<file path="src/hdl/s64tr_pkg.sv">
// Shared types, constants and helper functions of the 64-column text renderer.
package s64tr_pkg;

    // Default text geometry.
    localparam int TEXT_COLUMNS_DEF = 64;
    localparam int TEXT_ROWS_DEF    = 24;

    // Frame store and glyph store geometry.
    localparam int FRAME_BYTES = 6912;
    localparam int GLYPH_BYTES = 2048;
    localparam int FRAME_AW    = $clog2(FRAME_BYTES);
    localparam int GLYPH_AW    = $clog2(GLYPH_BYTES);
    localparam logic [FRAME_AW-1:0] ATTR_BASE = FRAME_AW'(6144);
    localparam logic [FRAME_AW-1:0] FRAME_LAST = FRAME_AW'(FRAME_BYTES - 1);

    // Stream word widths.
    localparam int IN_TDATA_W  = 48;
    localparam int OUT_TDATA_W = 24;

    // Attribute bits.
    localparam logic [7:0] ATTR_FLASH = 8'h80;

    // Spectrum colour numbering for each curses colour.
    localparam logic [2:0] COLOUR_REMAP [8] = '{
        3'd0, 3'd2, 3'd4, 3'd6, 3'd1, 3'd3, 3'd5, 3'd7
    };

    // Operation codes carried in tuser.
    typedef enum logic [1:0] {
        FUNC_PUT   = 2'd0,
        FUNC_MOVE  = 2'd1,
        FUNC_FLASH = 2'd2,
        FUNC_FONT  = 2'd3
    } t_func;

    // Input word layout, most significant member first.
    typedef struct packed {
        logic        pad;
        logic [7:0]  font_byte;
        logic [10:0] font_index;
        logic [6:0]  column;
        logic [4:0]  row;
        logic [5:0]  color_pair;
        logic        bright;
        logic        reverse_video;
        logic [7:0]  char_code;
    } t_item;

    // Commands from the controller to the datapath.
    typedef struct packed {
        logic clear_wr;
        logic capture;
        logic font_wr;
        logic move;
        logic put_rd;
        logic put_wr;
        logic attr_wr;
        logic flash_rd;
        logic flash_wr;
    } t_cmd;

    // Status from the datapath to the controller.
    typedef struct packed {
        logic out_free;
        logic clear_done;
        logic row_last;
    } t_stat;

    // Attribute byte for a colour pair and bright flag.
    function automatic logic [7:0] make_attr(input logic [5:0] pair, input logic bright);
        logic [2:0] fg;
        logic [2:0] bg;
        fg = pair[2:0];
        bg = pair[5:3];
        if (pair == 6'd0) begin
            fg = 3'd7;
            bg = 3'd0;
        end else if (pair == 6'd7) begin
            fg = 3'd0;
            bg = 3'd0;
        end
        return {1'b0, bright, COLOUR_REMAP[bg], COLOUR_REMAP[fg]};
    endfunction

endpackage

</file>
<file path="src/hdl/s64tr_ctrl.sv">
// Controller state machine that sequences the clearing pass and each operation.
module s64tr_ctrl
    import s64tr_pkg::*;
(
    input  logic  i_clk,
    input  logic  i_rst_n,
    input  logic  i_in_valid,
    input  t_func i_func,
    output logic  o_in_ready,
    input  t_stat i_stat,
    output t_cmd  o_cmd
);

    typedef enum logic [8:0] {
        ST_CLEAR  = 9'b000000001,
        ST_IDLE   = 9'b000000010,
        ST_FONT   = 9'b000000100,
        ST_MOVE   = 9'b000001000,
        ST_PREAD  = 9'b000010000,
        ST_PWRITE = 9'b000100000,
        ST_PATTR  = 9'b001000000,
        ST_FREAD  = 9'b010000000,
        ST_FWRITE = 9'b100000000
    } t_state;

    t_state r_state;
    t_state n_state;

    // Next state and command decode.
    always_comb begin
        n_state = r_state;
        o_cmd   = '0;
        unique case (r_state)
            ST_CLEAR: begin
                o_cmd.clear_wr = 1'b1;
                if (i_stat.clear_done) begin
                    n_state = ST_IDLE;
                end
            end
            ST_IDLE: begin
                if (i_in_valid) begin
                    o_cmd.capture = 1'b1;
                    unique case (i_func)
                        FUNC_PUT:   n_state = ST_PREAD;
                        FUNC_MOVE:  n_state = ST_MOVE;
                        FUNC_FLASH: n_state = ST_FREAD;
                        FUNC_FONT:  n_state = ST_FONT;
                        default:    n_state = ST_IDLE;
                    endcase
                end
            end
            ST_FONT: begin
                o_cmd.font_wr = 1'b1;
                n_state       = ST_IDLE;
            end
            ST_MOVE: begin
                o_cmd.move = 1'b1;
                n_state    = ST_IDLE;
            end
            ST_PREAD: begin
                o_cmd.put_rd = 1'b1;
                n_state      = ST_PWRITE;
            end
            ST_PWRITE: begin
                if (i_stat.out_free) begin
                    o_cmd.put_wr = 1'b1;
                    if (i_stat.row_last) begin
                        n_state = ST_PATTR;
                    end
                end
            end
            ST_PATTR: begin
                if (i_stat.out_free) begin
                    o_cmd.attr_wr = 1'b1;
                    n_state       = ST_IDLE;
                end
            end
            ST_FREAD: begin
                o_cmd.flash_rd = 1'b1;
                n_state        = ST_FWRITE;
            end
            ST_FWRITE: begin
                if (i_stat.out_free) begin
                    o_cmd.flash_wr = 1'b1;
                    n_state        = ST_IDLE;
                end
            end
            default: begin
                n_state = ST_CLEAR;
            end
        endcase
    end

    // State register; reset starts the clearing pass.
    always_ff @(posedge i_clk) begin
        if (!i_rst_n) begin
            r_state <= ST_CLEAR;
        end else begin
            r_state <= n_state;
        end
    end

    assign o_in_ready = (r_state == ST_IDLE);

`ifndef NO_ASSERTIONS
    // The attribute write of a put char only ever follows its eighth bitmap write.
    a_attr_after_rows: assert property (@(posedge i_clk) disable iff (!i_rst_n)
        (r_state == ST_PATTR && $past(r_state) != ST_PATTR)
            |-> ($past(r_state) == ST_PWRITE && $past(i_stat.row_last)))
        else $error("attribute state entered before all glyph rows were written");

    // No word is taken before the clearing pass has finished.
    a_no_accept_in_clear: assert property (@(posedge i_clk) disable iff (!i_rst_n)
        (r_state == ST_CLEAR) |-> !o_cmd.capture)
        else $error("word captured during the clearing pass");
`endif

endmodule

</file>
<file path="config.mk">
export PLATFORM = sky130hd
export DESIGN_NAME = s64tr_ctrl
export DESIGN_NICKNAME = d
export VERILOG_FILES = /design/src/hdl/s64tr_pkg.sv /design/src/hdl/s64tr_ctrl.sv
export SDC_FILE = /design/constraint.sdc
export NUM_CORES = 1
export LEC_CHECK = 0
export ABC_AREA = 0
export BUFFER_PORTS_ARGS = -buffer_cell sky130_fd_sc_hd__buf_2
export CAP_MARGIN = 20
export CELL_PAD_IN_SITES_DETAIL_PLACEMENT = 0
export CELL_PAD_IN_SITES_GLOBAL_PLACEMENT = 1
export CORE_MARGIN = 1
export CORE_UTILIZATION = 37
export DETAILED_ROUTE_END_ITERATION = 10
export GPL_TIMING_DRIVEN = 0
export PLACE_DENSITY_LB_ADDON = 0.1
export SKIP_LAST_GASP = 1
export SLEW_MARGIN = 20
export SYNTH_ARGS = -nofsm -noshare
export SYNTH_HDL_FRONTEND = slang
export SYNTH_SLANG_ARGS = --single-unit
</file>
<file path="constraint.sdc">
create_clock -name i_clk -period 2.01 [get_ports i_clk]
set_input_delay 0.3015 -clock i_clk [delete_from_list [all_inputs] [get_ports i_clk]]
set_output_delay 0.3015 -clock i_clk [all_outputs]
set_load 0.05 [all_outputs]
</file>
; Word-level counts from Yosys, hierarchy flattened
; Index checks and enable logic that the tools add are counted.
[totals]
ff_bits = 9
in_bits = 8
out_inout_bits = 10
[op_classes]
n_eq_ne = 17
n_mux = 18
reduce_logical = 4
[ops]
columns = operator, n
row1 = $pmux 9 s7, 1
row2 = $mux 9, 5
row3 = $pmux 9 s4, 1
row4 = $mux 1, 11
row5 = $eq 9x1->1 const B, 1
row6 = $eq 9x2->1 const B, 1
row7 = $eq 9x3->1 const B, 1
row8 = $eq 9x4->1 const B, 1
row9 = $eq 9x5->1 const B, 1
row10 = $eq 9x6->1 const B, 1
row11 = $eq 9x7->1 const B, 1
row12 = $eq 9x8->1 const B, 1
row13 = $eq 9x9->1 const B, 1
row14 = $ne 2x2->1 const B, 4
row15 = $reduce_and 5->1, 1
row16 = $eq 2x2->1 const B, 2
row17 = $reduce_or 2->1, 2
row18 = $eq 2x1->1 const B, 1
row19 = $logic_not 2->1, 1
row20 = $ne 2x1->1 const B, 1

; Logic depth before layout (Yosys ltp)
; Gate-level depths: netlist of the first run.
[logic_depth]
word_depth = 4
mapped_depth = 6
mapped_depth_nobuf = 5

; Least setup slack after synthesis of the first run
; Ideal clock, no wire load.
[synth_path]
path_type = register to output
from = register r_state[5]
to = output o_cmd[5] (netlist bit)
arrival_ns = 2.738
setup_slack_ns = -1.029
stages_incl_launch_ff = 5
path_cell_list = dfxtp_1 -> buf_2 -> or3_4 -> or2_4 -> nor4b_1
[synth_lines]
columns = item, line_no
row1 = "start, declared", s64tr_ctrl.sv:26  ; t_state r_state;
row2 = "start signal, assigned", s64tr_ctrl.sv:99  ; r_state <= n_state;
row3 = "end, declared", s64tr_ctrl.sv:11  ; output t_cmd o_cmd

==> results.md, run 1 <==
- Pin count of the biggest net entering global routing: 11
- Top reg by flops: r_state
- Worst Tran Pin Value: 0.422 ns
- Yosys cell types: 35
- Part of the cycle the worst path needs: 108%
- Die Wd: 44.5 um
- Max incr delay on CP: 0.54 ns
- Starting Density: 39.2%
- DP Worst Slack: -0.211 ns
- GR Util All Layers: 18.8%
- Critical path launch point: r_state[1]$_SDFFE_PN0P_
- Mapped Area: 669 um2
- DR iter-0 viols: 9
- Routability Congestion: 0.744
- Largest cells by area after synthesis: dfxtp_1, nor4_4, nor3_1, o21a_1, nor2_1
- P per Cell Area: 801 nW/um2
- Fraction of layout cells with a size suffix above 1: 57.5%
- Layout area overhead: 53.8%
- Core area: 1710 um2
- Clk slew on worst S/H paths: 0.06 ns
- Dpl hpwl: 1.14 mm
- RSZ-0062 raised after global routing: yes
- Synth warn: 0
- Slowest stage cell, crit path: or4_4
- Largest registers: r_state: 9 flops
- Cell Chain, Critical Path: or4_4 > nor3_4 > and3_4 > and2_4 > buf_8
- Drt drc: 0
- Final worst path period need: 2.18 ns
- Antenna fix cells: 0
- GRT overflow: 0
- Crit Reg-Reg Startpoint: r_state[1]$_SDFFE_PN0P_
- Failing checks: setup timing
- Final core occ: 60.3%
- Critical Path End: o_cmd[3]
- Die height: 44.5 um
- Buf/Inv on CP: 1
- Static leakage: 0.398 nW
- Die area: 1980 um2
- Num CTS Buffers: 3
- Port buffer count: 17
- CP endpoint kind: output pin
- # IOs: 18
- Hold crit path type: input port to flip-flop
- Slew Viols, Final: 0
- Post-synthesis cell count: 76
- ANT nets after route: 0
- Final setup vio count: 6
- Final worst setup slack: -0.169 ns
- Rows: 15
- Max FFs per register: 9
- CTS H-tree lvls: 1
- Syn Nets: 84
- Worst VDD drop: 0.451 mV
- CTS tree: done
- Crit path launch type: flip-flop
- Max Clock Skew: 0.00601 ns
- Syn Area/Cell: 8.81 um2
- Largest family of logic cells by synthesized area: simple AND/OR/NAND/NOR gates
- Slew headroom: 71.7%
- Hold-fix buffers, CTS: 0
- Max-Cap Viols: 0
- Final Hold Vio Count: 0
- FF-to-FF End: r_state[1]$_SDFFE_PN0P_
- Critical Path Fanout Max: 6
- Finished Layout Cells: 131
- Synth area leader: dfxtp_1
- First-pass GRT wire length: 2.77 mm
- Post-detailed-route wirelength per cell: 13.2 um
- R2R depth: 7
- Synth Area in Adders: 0%
- Vias in the first global route: 615
- Dpl cells: 118
- Multiplexer share of the synthesized area: 1.50%
- Area share of the largest cell type after synthesis: 26.9%
- Synth Area in Simple Gates: 48.6%
- Status: finished with violations
- Clk sinks: 9
- Via count: 680
- DRT Pass-1 Iters: 4
- WP data arrival: 1.88 ns
- Post-Synth XOR/XNOR Area: 3.93%
- Register-to-register setup slack: 0.07 ns
- Routed vias/inst: 5.19
- Register area share after synthesis: 26.9%
- Nets: 115
- Clock latency on the worst-skew pair: 0.25 ns
- Req. time, crit path: 1.71 ns
- Fmax: 459 MHz
- Compound-cell area share of the yosys netlist: 12.3%
- Max clock buf depth: 2
- Clock root cell: clkbuf_4
- CP delay by family, top: simple AND/OR/NAND/NOR gates
- FF+latch count, synth: 9
- Final WL: 1.74 mm
- Critical path depth: 5
- Initial antenna violation count: 0
- Setup CP Type: flip-flop to output pin
-- area by class of cell --
cell class / count / area (um2)
tap: 25 / 31.3
clock buffer: 4 / 26.3
timing repair buffer: 27 / 214
inverter: 2 / 7.51
fill: 162 / 678
buffer: 4 / 38.8
multi-input combinational: 60 / 524
sequential: 9 / 188
-- power by group --
group | switching [mW] | total [mW] | internal (mW) | leakage [nW]
clock network | 0.0569 | 0.133 | 0.0761 | 0.0150
logic | 0.238 | 0.463 | 0.225 | 0.309
registers | 0.0271 | 0.229 | 0.202 | 0.0744
-- per-stage QoR --
stage	instance area (um2)	hold slack [ns]	TNS [ns]	power, mW
6_report	1030	0.235	-0.726	0.825
5_1_grt	1030	0.229	-1.20	0.874
4_1_cts	993	0.228	-0.781	0.793
3_5_place_dp	821	0.502	-0.388	0.571
3_3_place_gp	821	0.498	-0.488	0.571
2_1_floorplan	704	0.378	-1.61	0.504
-- per-layer routing --
layer | global-route usage (%) | share of wire [%]
met1 | 24.3 | 47
met2 | 32.4 | 50
met3 | 1.22 | 1.4
met4 | 7.27 | 0.81
met5 | 0 | 0
-- cell families (layout without fill, tap and decap cells) --
kind of cell,Yosys count,in the layout
xor+xnor,3,3
compound gates,12,12
buf+inv,7,37
simple gates,44,44
flops,9,9
mux,1,1
-- cell usage in the layout, fill, tap and decap left out, drive strengths merged, types with 2 or more instances in the layout --
master and n:
nor4 5, nor4b 2, nor2b 2, o21ai 4
and2 2, nor3b 2, dfxtp 9, clkbuf 4
and3 3, nor2 7, o21a 4, buf 31
inv 2, or4 2, xnor2 2, nor3 9
or3 3
-- repair_timing --
action	CTS	global route
hold endpoints to repair	0	0
setup endpoints to repair	10	9
setup buffers	6	4
gates cloned	0	0
pin swaps	7	4
gates resized for setup	28	6
-- synth_stat cells (all sizes together) --
master,count
a211oi,1
a221oi,1
and2,2
and3,3
and4,1
buf,5
dfxtp,9
inv,2
mux2i,1
nand2,1
nand3,1
nand4,1
nor2,7
nor2b,2
nor3,9
nor3b,2
nor4,5
nor4b,2
o211ai,1
o21a,4
o21ai,4
o31a,1
or2,1
or3,3
or3b,1
or4,2
or4b,1
xnor2,2
xor2,1
-- worst min path at each step --
stage,startpoint,end,slack [ns],cells past startpoint
final,i_func[1],r_state[4]$_SDFFE_PN0P_,0.24,2
after global routing,i_func[0],r_state[4]$_SDFFE_PN0P_,0.23,2
after CTS,i_func[1],r_state[4]$_SDFFE_PN0P_,0.23,2
after detailed placement,i_func[1],r_state[3]$_SDFFE_PN0P_,0.50,2
after global placement,i_func[1],r_state[3]$_SDFFE_PN0P_,0.50,2
after floorplan,i_func[0],r_state[4]$_SDFFE_PN0P_,0.38,1
Note: power is estimated with default switching activity, not from simulation.
==> run 2: changes to the inputs <==
Settings changed: BUFFER_PORTS_ARGS -buffer_cell sky130_fd_sc_hd__buf_2 to default, CORE_UTILIZATION 37 to 43, DONT_BUFFER_PORTS from default to 1.
==> results.md, run 2 (same netlist as run 1, synthesis figures left out) <==
- Status: finished with violations
- Failing checks: setup timing
- Final setup vio count: 9
- WP data arrival: 2.03 ns
- Commonest non-fill, non-tap cell in the layout: buf_4
- Clock latency on the worst-skew pair: 0.26 ns
- Initial antenna violation count: 0
- Via count: 655
- Power, Total: 0.809 mW
- Largest registers: r_state: 9 flops
- P per Cell Area: 849 nW/um2
- GRT overflow: 0
- Clk slew on worst S/H paths: 0.06 ns
- Port buffer count: 0
- Routability Congestion: 0.772
- Hold crit path type: input port to flip-flop
- Antenna fix cells: 0
- Slew headroom: 51.6%
- Die height: 41.5 um
- Part of the cycle the worst path needs: 116%
- Drt drc: 0
- # IOs: 18
- Pin count of the biggest net entering global routing: 11
- Setup CP Type: flip-flop to output pin
- ANT nets after route: 0
- Slowest stage cell, crit path: nor3_4
- Layout area overhead: 42.4%
- Final worst path period need: 2.33 ns
- Max incr delay on CP: 0.54 ns
- Clk sinks: 9
- Top reg by flops: r_state
- Dpl hpwl: 1.05 mm
- Post-detailed-route wirelength per cell: 15.1 um
- Vias in the first global route: 633
- Die area: 1720 um2
- Max-Cap Viols: 0
- Critical Path Fanout Max: 4
- DR iter-0 viols: 7
- Fmax: 429 MHz
- Rows: 13
- Nets: 102
- CTS H-tree lvls: 1
- Placed Instance Area: 733 um2
- Routed vias/inst: 6.06
- RSZ-0062 raised after global routing: yes
- Req. time, crit path: 1.71 ns
- DP Worst Slack: -0.397 ns
- First-pass GRT wire length: 2.58 mm
- Final WL: 1.63 mm
- CP endpoint kind: output pin
- DRT Pass-1 Iters: 4
- Final Hold Vio Count: 0
- Worst Tran Pin Value: 0.723 ns
- CTS tree: done
- Final worst setup slack: -0.320 ns
- Finished layout cell area: 953 um2
- Worst VDD drop: 0.673 mV
- Max clock buf depth: 2
- Max FFs per register: 9
- Max Clock Skew: 0.00588 ns
- Fraction of layout cells with a size suffix above 1: 58.1%
- Buf/Inv on CP: 0
- GR Util All Layers: 19.4%
- Clock root cell: clkbuf_4
- Crit path launch type: flip-flop
- Cell Chain, Critical Path: or4_4 > nor3_4 > and2_4
- Core area: 1370 um2
- Die Wd: 41.5 um
- Starting Density: 49.0%
- Slew Viols, Final: 0
- Final TNS setup: -1.57 ns
- Commonest cells after routing, fill and taps aside: buf_4, nor3_1, nor2_1, dfxtp_2
- CP delay by family, top: simple AND/OR/NAND/NOR gates
- Static leakage: 0.336 nW
- Num CTS Buffers: 3
[run 2: cell types whose count changed in the layout (fill, tap and decap cells not counted)]
cell / previous run / this run
buf_2: 10 / 0
buf_8: 4 / 0
dfxtp_1: 5 / 1
buf_4: 13 / 16
buf_6: 4 / 2
dfxtp_2: 3 / 5
dfxtp_4: 1 / 3
nor3b_1: 2 / 0
nor3b_4: 0 / 2
nor2_2: 1 / 0
nor2_4: 0 / 1
nor4b_2: 1 / 0
nor4b_4: 1 / 2
[run 2: final timing paths]
check,startpoint,endpoint,slack (ns),cells past startpoint
min,i_func[0],r_state[4]$_SDFFE_PN0P_,0.10,1
max,r_state[8]$_SDFFE_PN0P_,o_cmd[7],-0.32,3
min reg2reg,r_state[1]$_SDFFE_PN0P_,r_state[1]$_SDFFE_PN0P_,0.66,2
max reg2reg,r_state[8]$_SDFFE_PN0P_,r_state[3]$_SDFFE_PN0P_,0.08,4
[run 2: layout make-up]
| cell class | instances | area, um2 |
|---|---|---|
| inverter | 2 | 7.51 |
| timing repair buffer | 16 | 120 |
| tap | 15 | 18.8 |
| clock buffer | 4 | 26.3 |
| buffer | 2 | 22.5 |
| sequential | 9 | 198 |
| multi-input combinational | 60 | 561 |
| fill | 107 | 413 |
[run 2: metal layers]
metal,global-route usage [%],part of all wire (%)
met1,22.0,42
met2,34.4,51
met3,3.48,5.5
met4,9.68,2.1
met5,0,0
[run 2: timing repair]
item	in CTS	in global routing
resized for setup	21	9
hold endpoints to repair	0	0
hold buffers	0	0
setup endpoints to repair	16	13
setup buffers	11	5
pin swaps	10	10
[run 2: metrics by stage]
stage / util (%) / hold WS [ns] / instances
4_1_cts: 65.8 / 0.102 / 104
5_1_grt: 69.8 / 0.0870 / 108
2_1_floorplan: - / 0.378 / 76
3_3_place_gp: 52.9 / 0.384 / 91
3_5_place_dp: 53.7 / 0.382 / 91
6_report: 69.8 / 0.104 / 108
[run 2: report_power, final]
| part | internal (mW) | switching (mW) | total, mW |
|---|---|---|---|
| clock | 0.0764 | 0.0610 | 0.137 |
| combinational | 0.210 | 0.249 | 0.458 |
| sequential | 0.194 | 0.0201 | 0.214 |
| total | 0.480 | 0.330 | 0.809 |
[run 2: worst reg2reg max path: cells and delay by family (launching register included)]
kind	cells	cell delay (ns)
flip-flops	1	0.34
AND/OR/NAND/NOR	4	1.49
